<file path="src/rtl/cedacc_pkg.sv">
package cedacc_pkg;

  // Fixed field widths.
  localparam int CFG_W       = 16;
  localparam int CFG_IDX_W   = 2;
  localparam int EDGE_W      = 8;
  localparam int SUM_W       = 40;
  localparam int MEAN_W      = 16;
  localparam int OUT_COUNT_W = 24;

  localparam logic [EDGE_W-1:0] EDGE_MARK = 8'hFF;

  // Configuration register indexes.
  typedef enum logic [CFG_IDX_W-1:0] {
    REG_CENTER_X = 2'd0,
    REG_CENTER_Y = 2'd1,
    REG_RADIUS   = 2'd2
  } cfg_reg_e;

  // Status of an iterative unit.
  typedef struct packed {
    logic busy;
    logic done;
  } unit_stat_t;

  // Distance unit sequencer.
  typedef enum logic [2:0] {
    D_IDLE = 3'b001,
    D_SQR  = 3'b010,
    D_ROOT = 3'b100
  } dist_state_e;

  // Top-level sequencer.
  typedef enum logic [4:0] {
    S_IDLE = 5'b00001,
    S_DIST = 5'b00010,
    S_ACC  = 5'b00100,
    S_DIV  = 5'b01000,
    S_OUT  = 5'b10000
  } top_state_e;

endpackage

</file>
<file path="src/rtl/cedacc_dist.sv">
module cedacc_dist import cedacc_pkg::*; #(
  parameter int COORD_BITS = 12
) (
  input  logic                  clk_i,
  input  logic                  rst_ni,
  input  logic                  start_i,
  input  logic [COORD_BITS-1:0] pixel_x_i,
  input  logic [COORD_BITS-1:0] pixel_y_i,
  input  logic [CFG_W-1:0]      center_x_i,
  input  logic [CFG_W-1:0]      center_y_i,
  output logic [((COORD_BITS + 4 > CFG_W) ? COORD_BITS + 4 : CFG_W):0] root_o,
  output unit_stat_t            stat_o
);

  // Offset width, root width and counter width.
  localparam int DW    = (COORD_BITS + 4 > CFG_W) ? COORD_BITS + 4 : CFG_W;
  localparam int RW    = DW + 1;
  localparam int CNT_W = $clog2(RW);

  dist_state_e     state_q, state_d;
  logic [CNT_W-1:0] cnt_q, cnt_d;
  logic [DW-1:0]   dx_q, dy_q, mx_q, my_q;
  logic [2*RW-1:0] acc_q;
  logic [RW:0]     rem_q;
  logic [RW-1:0]   root_q;

  logic [DW-1:0]   px, py, dx, dy;
  logic [2*RW-1:0] sq_next;
  logic [RW+2:0]   pre, trial;
  logic            fits;

  // Pixel position in Q12.4 and absolute offsets from the centre.
  assign px = DW'({pixel_x_i, 4'b0000});
  assign py = DW'({pixel_y_i, 4'b0000});
  assign dx = (px >= DW'(center_x_i)) ? px - DW'(center_x_i) : DW'(center_x_i) - px;
  assign dy = (py >= DW'(center_y_i)) ? py - DW'(center_y_i) : DW'(center_y_i) - py;

  // One multiplier bit of both squares per cycle, most significant first.
  assign sq_next = {acc_q[2*RW-2:0], 1'b0}
                 + (mx_q[DW-1] ? (2*RW)'(dx_q) : '0)
                 + (my_q[DW-1] ? (2*RW)'(dy_q) : '0);

  // One root bit per cycle: trial subtraction of 4*root + 1.
  assign pre   = {rem_q, acc_q[2*RW-1 -: 2]};
  assign trial = {1'b0, root_q, 2'b01};
  assign fits  = (pre >= trial);

  always_comb begin
    state_d = state_q;
    cnt_d   = cnt_q;
    case (state_q)
      D_IDLE: begin
        if (start_i) begin
          state_d = D_SQR;
          cnt_d   = CNT_W'(DW - 1);
        end
      end
      D_SQR: begin
        if (cnt_q == '0) begin
          state_d = D_ROOT;
          cnt_d   = CNT_W'(RW - 1);
        end else begin
          cnt_d = cnt_q - 1'b1;
        end
      end
      D_ROOT: begin
        if (cnt_q == '0) begin
          state_d = D_IDLE;
        end else begin
          cnt_d = cnt_q - 1'b1;
        end
      end
      default: begin
        state_d = D_IDLE;
      end
    endcase
  end

  always_ff @(posedge clk_i or negedge rst_ni) begin
    if (!rst_ni) begin
      state_q <= D_IDLE;
      cnt_q   <= '0;
    end else begin
      state_q <= state_d;
      cnt_q   <= cnt_d;
    end
  end

  // Datapath shift registers.
  always_ff @(posedge clk_i) begin
    if (state_q == D_IDLE && start_i) begin
      dx_q   <= dx;
      dy_q   <= dy;
      mx_q   <= dx;
      my_q   <= dy;
      acc_q  <= '0;
      rem_q  <= '0;
      root_q <= '0;
    end else if (state_q == D_SQR) begin
      acc_q <= sq_next;
      mx_q  <= {mx_q[DW-2:0], 1'b0};
      my_q  <= {my_q[DW-2:0], 1'b0};
    end else if (state_q == D_ROOT) begin
      acc_q <= {acc_q[2*RW-3:0], 2'b00};
      if (fits) begin
        rem_q  <= (RW+1)'(pre - trial);
        root_q <= {root_q[RW-2:0], 1'b1};
      end else begin
        rem_q  <= pre[RW:0];
        root_q <= {root_q[RW-2:0], 1'b0};
      end
    end
  end

  assign root_o      = root_q;
  assign stat_o.busy = (state_q != D_IDLE);
  assign stat_o.done = (state_q == D_ROOT) && (cnt_q == '0);

endmodule

</file>
<file path="src/rtl/cedacc_div.sv">
module cedacc_div import cedacc_pkg::*; #(
  parameter int DIV_W = 24
) (
  input  logic             clk_i,
  input  logic             rst_ni,
  input  logic             start_i,
  input  logic [SUM_W-1:0] dividend_i,
  input  logic [DIV_W-1:0] divisor_i,
  output logic [SUM_W-1:0] quot_o,
  output unit_stat_t       stat_o
);

  localparam int CNT_W = $clog2(SUM_W);

  logic             busy_q;
  logic [CNT_W-1:0] cnt_q;
  logic [SUM_W-1:0] quot_q;
  logic [DIV_W-1:0] rem_q, dvs_q;
  logic [DIV_W:0]   part;
  logic             fits;

  // Restoring division, one quotient bit per cycle.
  assign part = {rem_q, quot_q[SUM_W-1]};
  assign fits = (part >= {1'b0, dvs_q});

  always_ff @(posedge clk_i or negedge rst_ni) begin
    if (!rst_ni) begin
      busy_q <= 1'b0;
      cnt_q  <= '0;
    end else if (!busy_q && start_i) begin
      busy_q <= 1'b1;
      cnt_q  <= CNT_W'(SUM_W - 1);
    end else if (busy_q) begin
      if (cnt_q == '0) begin
        busy_q <= 1'b0;
      end else begin
        cnt_q <= cnt_q - 1'b1;
      end
    end
  end

  always_ff @(posedge clk_i) begin
    if (!busy_q && start_i) begin
      quot_q <= dividend_i;
      dvs_q  <= divisor_i;
      rem_q  <= '0;
    end else if (busy_q) begin
      if (fits) begin
        rem_q  <= DIV_W'(part - {1'b0, dvs_q});
        quot_q <= {quot_q[SUM_W-2:0], 1'b1};
      end else begin
        rem_q  <= part[DIV_W-1:0];
        quot_q <= {quot_q[SUM_W-2:0], 1'b0};
      end
    end
  end

  assign quot_o      = quot_q;
  assign stat_o.busy = busy_q;
  assign stat_o.done = busy_q && (cnt_q == '0);

endmodule

</file>
<file path="src/rtl/circle_edge_deviation_accumulator_top.sv">
// Circle edge deviation accumulator.
// Input channel: one edge pixel per request (pixel_x_i, pixel_y_i, edge_value_i,
// frame_last_i), taken when in_valid_i is high and in_stall_o is low.
// Output channel: one result per frame (mean_deviation_o, edge_count_o,
// no_points_o), taken when out_valid_o is high and out_stall_i is low.
// Configuration: centre and radius in Q12.4, to be written by the user through
// cfg_we_i, cfg_index_i and cfg_data_i while the block is idle; not enforced.
// Pixels are taken one at a time: in_stall_o stays high until the block is
// through with the one it took. DW = max(COORD_BITS + 4, 16) and RW = DW + 1.
// The sum of squares takes one multiplier bit a cycle and the square root one
// root bit a cycle. The frame's last pixel also runs the bit-serial mean
// divider before its result is loaded into the output register.
// The result sits in an output register; a stalled result holds its value,
// and the block finishes the next pixels meanwhile, waiting only when the
// next frame result is ready before the previous one has been taken.
// Reset clears the configuration, the running sum, the count and the
// result valid flag; no clearing pass is needed.
module circle_edge_deviation_accumulator_top import cedacc_pkg::*; #(
  parameter int COORD_BITS = 12,
  parameter int COUNT_BITS = 24
) (
  input  logic                   clk_i,
  input  logic                   rst_ni,
  input  logic                   in_valid_i,
  output logic                   in_stall_o,
  input  logic [COORD_BITS-1:0]  pixel_x_i,
  input  logic [COORD_BITS-1:0]  pixel_y_i,
  input  logic [EDGE_W-1:0]      edge_value_i,
  input  logic                   frame_last_i,
  output logic                   out_valid_o,
  input  logic                   out_stall_i,
  output logic [MEAN_W-1:0]      mean_deviation_o,
  output logic [OUT_COUNT_W-1:0] edge_count_o,
  output logic                   no_points_o,
  input  logic                   cfg_we_i,
  input  logic [CFG_IDX_W-1:0]   cfg_index_i,
  input  logic [CFG_W-1:0]       cfg_data_i
);

  localparam int RW   = COORD_BITS + 5 > CFG_W + 1 ? COORD_BITS + 5 : CFG_W + 1;
  localparam int CX_W = COUNT_BITS > OUT_COUNT_W ? COUNT_BITS : OUT_COUNT_W;
  localparam int OUT_COUNT_MAX = 2 ** OUT_COUNT_W - 1;

  top_state_e            state_q, state_d;
  logic [CFG_W-1:0]      center_x_q, center_y_q, radius_q;
  logic [SUM_W-1:0]      sum_q, sum_d;
  logic [COUNT_BITS-1:0] count_q, count_d;
  logic                  edge_q, last_q;
  logic                  out_valid_q;
  logic [MEAN_W-1:0]     mean_q;
  logic [OUT_COUNT_W-1:0] ecount_q;
  logic                  nopts_q;

  logic                  in_take, out_free, load_out;
  logic [RW-1:0]         root;
  unit_stat_t            dist_stat, div_stat;
  logic [SUM_W-1:0]      quot;
  logic [RW-1:0]         dev;
  logic [RW+3:0]         dev10;
  logic                  hit;
  logic [SUM_W:0]        sum_add;
  logic [CX_W-1:0]       count_ext;

  assign in_stall_o = (state_q != S_IDLE);
  assign in_take    = in_valid_i && !in_stall_o;
  assign out_free   = !out_valid_q || !out_stall_i;
  assign load_out   = (state_q == S_OUT) && out_free;

  // Configuration registers; an unknown index is ignored.
  always_ff @(posedge clk_i or negedge rst_ni) begin
    if (!rst_ni) begin
      center_x_q <= '0;
      center_y_q <= '0;
      radius_q   <= '0;
    end else if (cfg_we_i) begin
      case (cfg_index_i)
        REG_CENTER_X: center_x_q <= cfg_data_i;
        REG_CENTER_Y: center_y_q <= cfg_data_i;
        REG_RADIUS:   radius_q   <= cfg_data_i;
        default:      ;
      endcase
    end
  end

  cedacc_dist #(
    .COORD_BITS(COORD_BITS)
  ) u_dist (
    .clk_i      (clk_i),
    .rst_ni     (rst_ni),
    .start_i    (in_take),
    .pixel_x_i  (pixel_x_i),
    .pixel_y_i  (pixel_y_i),
    .center_x_i (center_x_q),
    .center_y_i (center_y_q),
    .root_o     (root),
    .stat_o     (dist_stat)
  );

  // Deviation from the radius and the band test.
  assign dev   = (RW'(root) >= RW'(radius_q)) ? RW'(root) - RW'(radius_q)
                                              : RW'(radius_q) - RW'(root);
  assign dev10 = (RW+4)'({dev, 3'b000}) + (RW+4)'({dev, 1'b0});
  assign hit   = edge_q && (dev10 < (RW+4)'(radius_q)) && (count_q != '1);
  assign sum_add = {1'b0, sum_q} + (SUM_W+1)'(dev);

  // Running sum and count.
  always_comb begin
    sum_d   = sum_q;
    count_d = count_q;
    if (state_q == S_ACC && hit) begin
      sum_d   = sum_add[SUM_W] ? '1 : sum_add[SUM_W-1:0];
      count_d = count_q + 1'b1;
    end else if (load_out) begin
      sum_d   = '0;
      count_d = '0;
    end
  end

  cedacc_div #(
    .DIV_W(COUNT_BITS)
  ) u_div (
    .clk_i      (clk_i),
    .rst_ni     (rst_ni),
    .start_i    ((state_q == S_ACC) && last_q),
    .dividend_i (sum_d),
    .divisor_i  (count_d),
    .quot_o     (quot),
    .stat_o     (div_stat)
  );

  // Sequencer.
  always_comb begin
    state_d = state_q;
    case (state_q)
      S_IDLE: if (in_take) state_d = S_DIST;
      S_DIST: if (dist_stat.done) state_d = S_ACC;
      S_ACC:  state_d = last_q ? S_DIV : S_IDLE;
      S_DIV:  if (div_stat.done) state_d = S_OUT;
      S_OUT:  if (out_free) state_d = S_IDLE;
      default: state_d = S_IDLE;
    endcase
  end

  always_ff @(posedge clk_i or negedge rst_ni) begin
    if (!rst_ni) begin
      state_q     <= S_IDLE;
      sum_q       <= '0;
      count_q     <= '0;
      edge_q      <= 1'b0;
      last_q      <= 1'b0;
      out_valid_q <= 1'b0;
    end else begin
      state_q <= state_d;
      sum_q   <= sum_d;
      count_q <= count_d;
      if (in_take) begin
        edge_q <= (edge_value_i == EDGE_MARK);
        last_q <= frame_last_i;
      end
      if (load_out) begin
        out_valid_q <= 1'b1;
      end else if (!out_stall_i) begin
        out_valid_q <= 1'b0;
      end
    end
  end

  // Result register: mean and count saturate to the field widths.
  assign count_ext = CX_W'(count_q);

  always_ff @(posedge clk_i) begin
    if (load_out) begin
      nopts_q <= (count_q == '0);
      if (count_q == '0) begin
        mean_q <= '0;
      end else if (quot[SUM_W-1:MEAN_W] != '0) begin
        mean_q <= '1;
      end else begin
        mean_q <= quot[MEAN_W-1:0];
      end
      if (count_ext > CX_W'(OUT_COUNT_MAX)) begin
        ecount_q <= '1;
      end else begin
        ecount_q <= count_ext[OUT_COUNT_W-1:0];
      end
    end
  end

  assign out_valid_o      = out_valid_q;
  assign mean_deviation_o = mean_q;
  assign edge_count_o     = ecount_q;
  assign no_points_o      = nopts_q;

endmodule

</file>
<file path="config.mk">
export PLATFORM = sky130hd
export DESIGN_NAME = circle_edge_deviation_accumulator_top
export DESIGN_NICKNAME = d
export VERILOG_FILES = /design/src/rtl/cedacc_pkg.sv /design/src/rtl/cedacc_dist.sv /design/src/rtl/cedacc_div.sv /design/src/rtl/circle_edge_deviation_accumulator_top.sv
export SDC_FILE = /design/constraint.sdc
export NUM_CORES = 1
export LEC_CHECK = 0
export BUFFER_PORTS_ARGS = -buffer_cell sky130_fd_sc_hd__buf_2
export CAP_MARGIN = 20
export CORE_ASPECT_RATIO = 0.7
export CORE_UTILIZATION = 55
export DETAILED_ROUTE_END_ITERATION = 6
export PLACE_DENSITY = 0.76
export SYNTH_ARGS = -nofsm -noshare
export SYNTH_HDL_FRONTEND = slang
export SYNTH_HIERARCHICAL = 1
export SYNTH_SLANG_ARGS = --single-unit
</file>
<file path="constraint.sdc">
create_clock -name clk_i -period 12.9 [get_ports clk_i]
set_input_delay 2.58 -clock clk_i [delete_from_list [all_inputs] [get_ports clk_i]]
set_output_delay 2.58 -clock clk_i [all_outputs]
set_load 0.05 [all_outputs]
</file>
==> impl_metrics.ini <==
[timing]
maxSlewViolCount = 0
slew_headroom_pct = 25.0
fmax_mhz = 124
finalHoldViolations = 0
tightest_slew_ns = 1.12
fin_setup_tns_ns = 0
min_period_ns = 8.06
grt_setup_unrepaired = false
post-route-period-util_pct = 62.5
setup_viol = 0
setup_ws_ns = 4.84
skew_ns = 0.0184

[clocking]
cts_sinks = 397
cts_tree = done
clockBufferDepth = 3
htreeDepth = 2
clockRootBuffer = clkbuf_16
cts.repair.resized = 0
postCtsHoldBufs = 0
cts.clk_slew.worst_paths_ns = 0.06
numCtsBuffers = 42
clk_latency_ns = 0.57
cts_setup_buffers = 0

[grt]
grt_use_met2_pct = 41.3
grtUsageTotal_pct = 27.9
grt_pass1_wl_mm = 108
first_global_vias = 19600
grt_max_degree = 95
grt.busiest_layer = met1
met1_usage_pct = 41.5
antenna_found_initial = 9
overflow = 0
met3_usage_pct = 5.72

[worst_setup_path]
slowest_stage = or4_1
start_kind = register
end_kind = register
path_max_fanout = 68
crit_arrival_ns = 8.37
slowest_delay_ns = 0.52
r2r_setup_slack_ns = 4.84
endpoint = u_div/quot_o[29]
crit_start = radius_q[12]
crit_type = reg2reg
reg2regPathDepth = 29
worst_ep_required_time_ns = 13.21
regToRegStartpoint = radius_q[12]
r2r_end = u_div/quot_o[29]

[final_layout]
ff_latch_area_mm2 = 0.0103
nets = 3033
final_layout_size_suffix_gt1_share_pct = 13.2
multi_input_area_mm2 = 0.0146
fill_cells = 3844
areaGrowthSynthToFinish_pct = 8.64

[routing]
ant_nets = 0
wl_per_cell_um = 20.2
drt_first_pass_iters = 6
drt_wl_total_mm = 69.1
avgViaCountPerCell = 6.10
vias = 20800
drtIter0Drc = 1907
drc = 0

[placement]
dpl_worst_slack_ns = 4.62
dpl.hpwl_mm = 50.3
port_buffers = 98
finalWeightedCongestion = 0.923

[floorplanning]
core_area_mm2 = 0.0467
dieWidth_um = 263
fp.dieH_um = 184
start_util_pct = 56.1
design.die.area_mm2 = 0.0485
row_count = 66
ioPinCount = 99

[synthesis]
synthCells = 2733
yosysWarningCount = 6
syn_avg_cell_area_um2 = 9.57
syn_area_mm2 = 0.0262
synth_fp_nets = 3001

[run]
drv_cap = 0

[power]
ir_drop_v = 0.000115
leakagePower_nw = 11.9
p_per_area_mw_per_mm2 = 180

[status]
outcome = completed

[worst_hold_path]
hold_class = reg2reg
flip-flops by register name, summed over array words and instances (netlist names), 17 cells and up:
signal         cells
u_div/rem_q       24
u_dist/rem_q      18
edge_count_o      24
u_div/quot_o      40
u_div/dvs_q       24
u_dist/root_o     17
u_dist/acc_q      34
count_ext         24
sum_q             40
final cells by class:
class	count	area share, %
multi-input combinational	2018	51.2
sequential	397	36.3
clock buffer	62	4.14
tap	612	2.69
inverter	187	2.47
timing repair buffer	119	2.44
clock inverter	16	0.713
antenna	6	0.0528
layer usage:
| layer | part of all wire [%] | vias to the layer above |
|---|---|---|
| li1 | - | 9905 |
| met1 | 48 | 10100 |
| met2 | 42 | 772 |
| met3 | 8.1 | 97 |
| met4 | 2.0 | 0 |
| met5 | 0 | - |
critical path, delay by kind of cell (launching register included):
kind,cells,cell delay (ns)
buf+inv,2,0.40
xor+xnor,2,0.54
simple gates,7,2.27
mux,1,0.27
flops,1,0.38
compound gates,14,2.80
fa+ha+maj,3,1.12
report_power, final:
group	switching, mW	total [mW]	internal (mW)
Sequential	0.124	1.66	1.54
Clock	0.519	1.24	0.718
Combinational	1.33	2.21	0.883
Total	1.97	5.11	3.14
how the worst min path moves through the flow:
stage | start | end | slack [ns] | cells after the start
floorplan | last_q | last_q | 0.44 | 2
global placement | u_div/rem_q[23] | u_div/rem_q[23] | 0.46 | 2
detailed placement | u_div/rem_q[23] | u_div/rem_q[23] | 0.46 | 2
CTS | u_div/rem_q[23] | u_div/rem_q[23] | 0.47 | 2
global route | u_div/rem_q[15] | u_div/rem_q[15] | 0.49 | 2
finish | u_div/rem_q[23] | u_div/rem_q[23] | 0.47 | 2
layout by cell type (no fill, tap or decap), types with 29 or more instances in the layout:
master     count
a21oi_1      195
and2_1        44
dfxtp_1       93
a21o_1        65
nor2_1       155
nand2_1      253
edfxtp_1     169
nand4_1       29
nor2b_1       29
nor3_1        58
xnor2_1       87
xor2_1        45
dfrtp_1      133
o21ai_1       62
inv_1        184
buf_2         97
ha_1         189
nand3_1       76
mux2i_1       63
mux2_2       120
clkbuf_16     43
o21ai_0      107
through the flow:
| stage | utilization, % | std cells | area, um2 | hold slack, ns | total power [mW] |
|---|---|---|---|---|---|
| 2_1_floorplan | - | 2733 | 26200 | 0.438 | 3.30 |
| 3_3_place_gp | 57.8 | 3331 | 27000 | 0.455 | 3.80 |
| 3_5_place_dp | 57.8 | 3331 | 27000 | 0.461 | 3.84 |
| 4_1_cts | 60.8 | 3409 | 28400 | 0.469 | 5.10 |
| 5_1_grt | 60.9 | 3416 | 28400 | 0.494 | 5.41 |
| 6_report | 60.9 | 3417 | 28400 | 0.468 | 5.11 |
No activity file was read; power rests on OpenSTA's default activity.
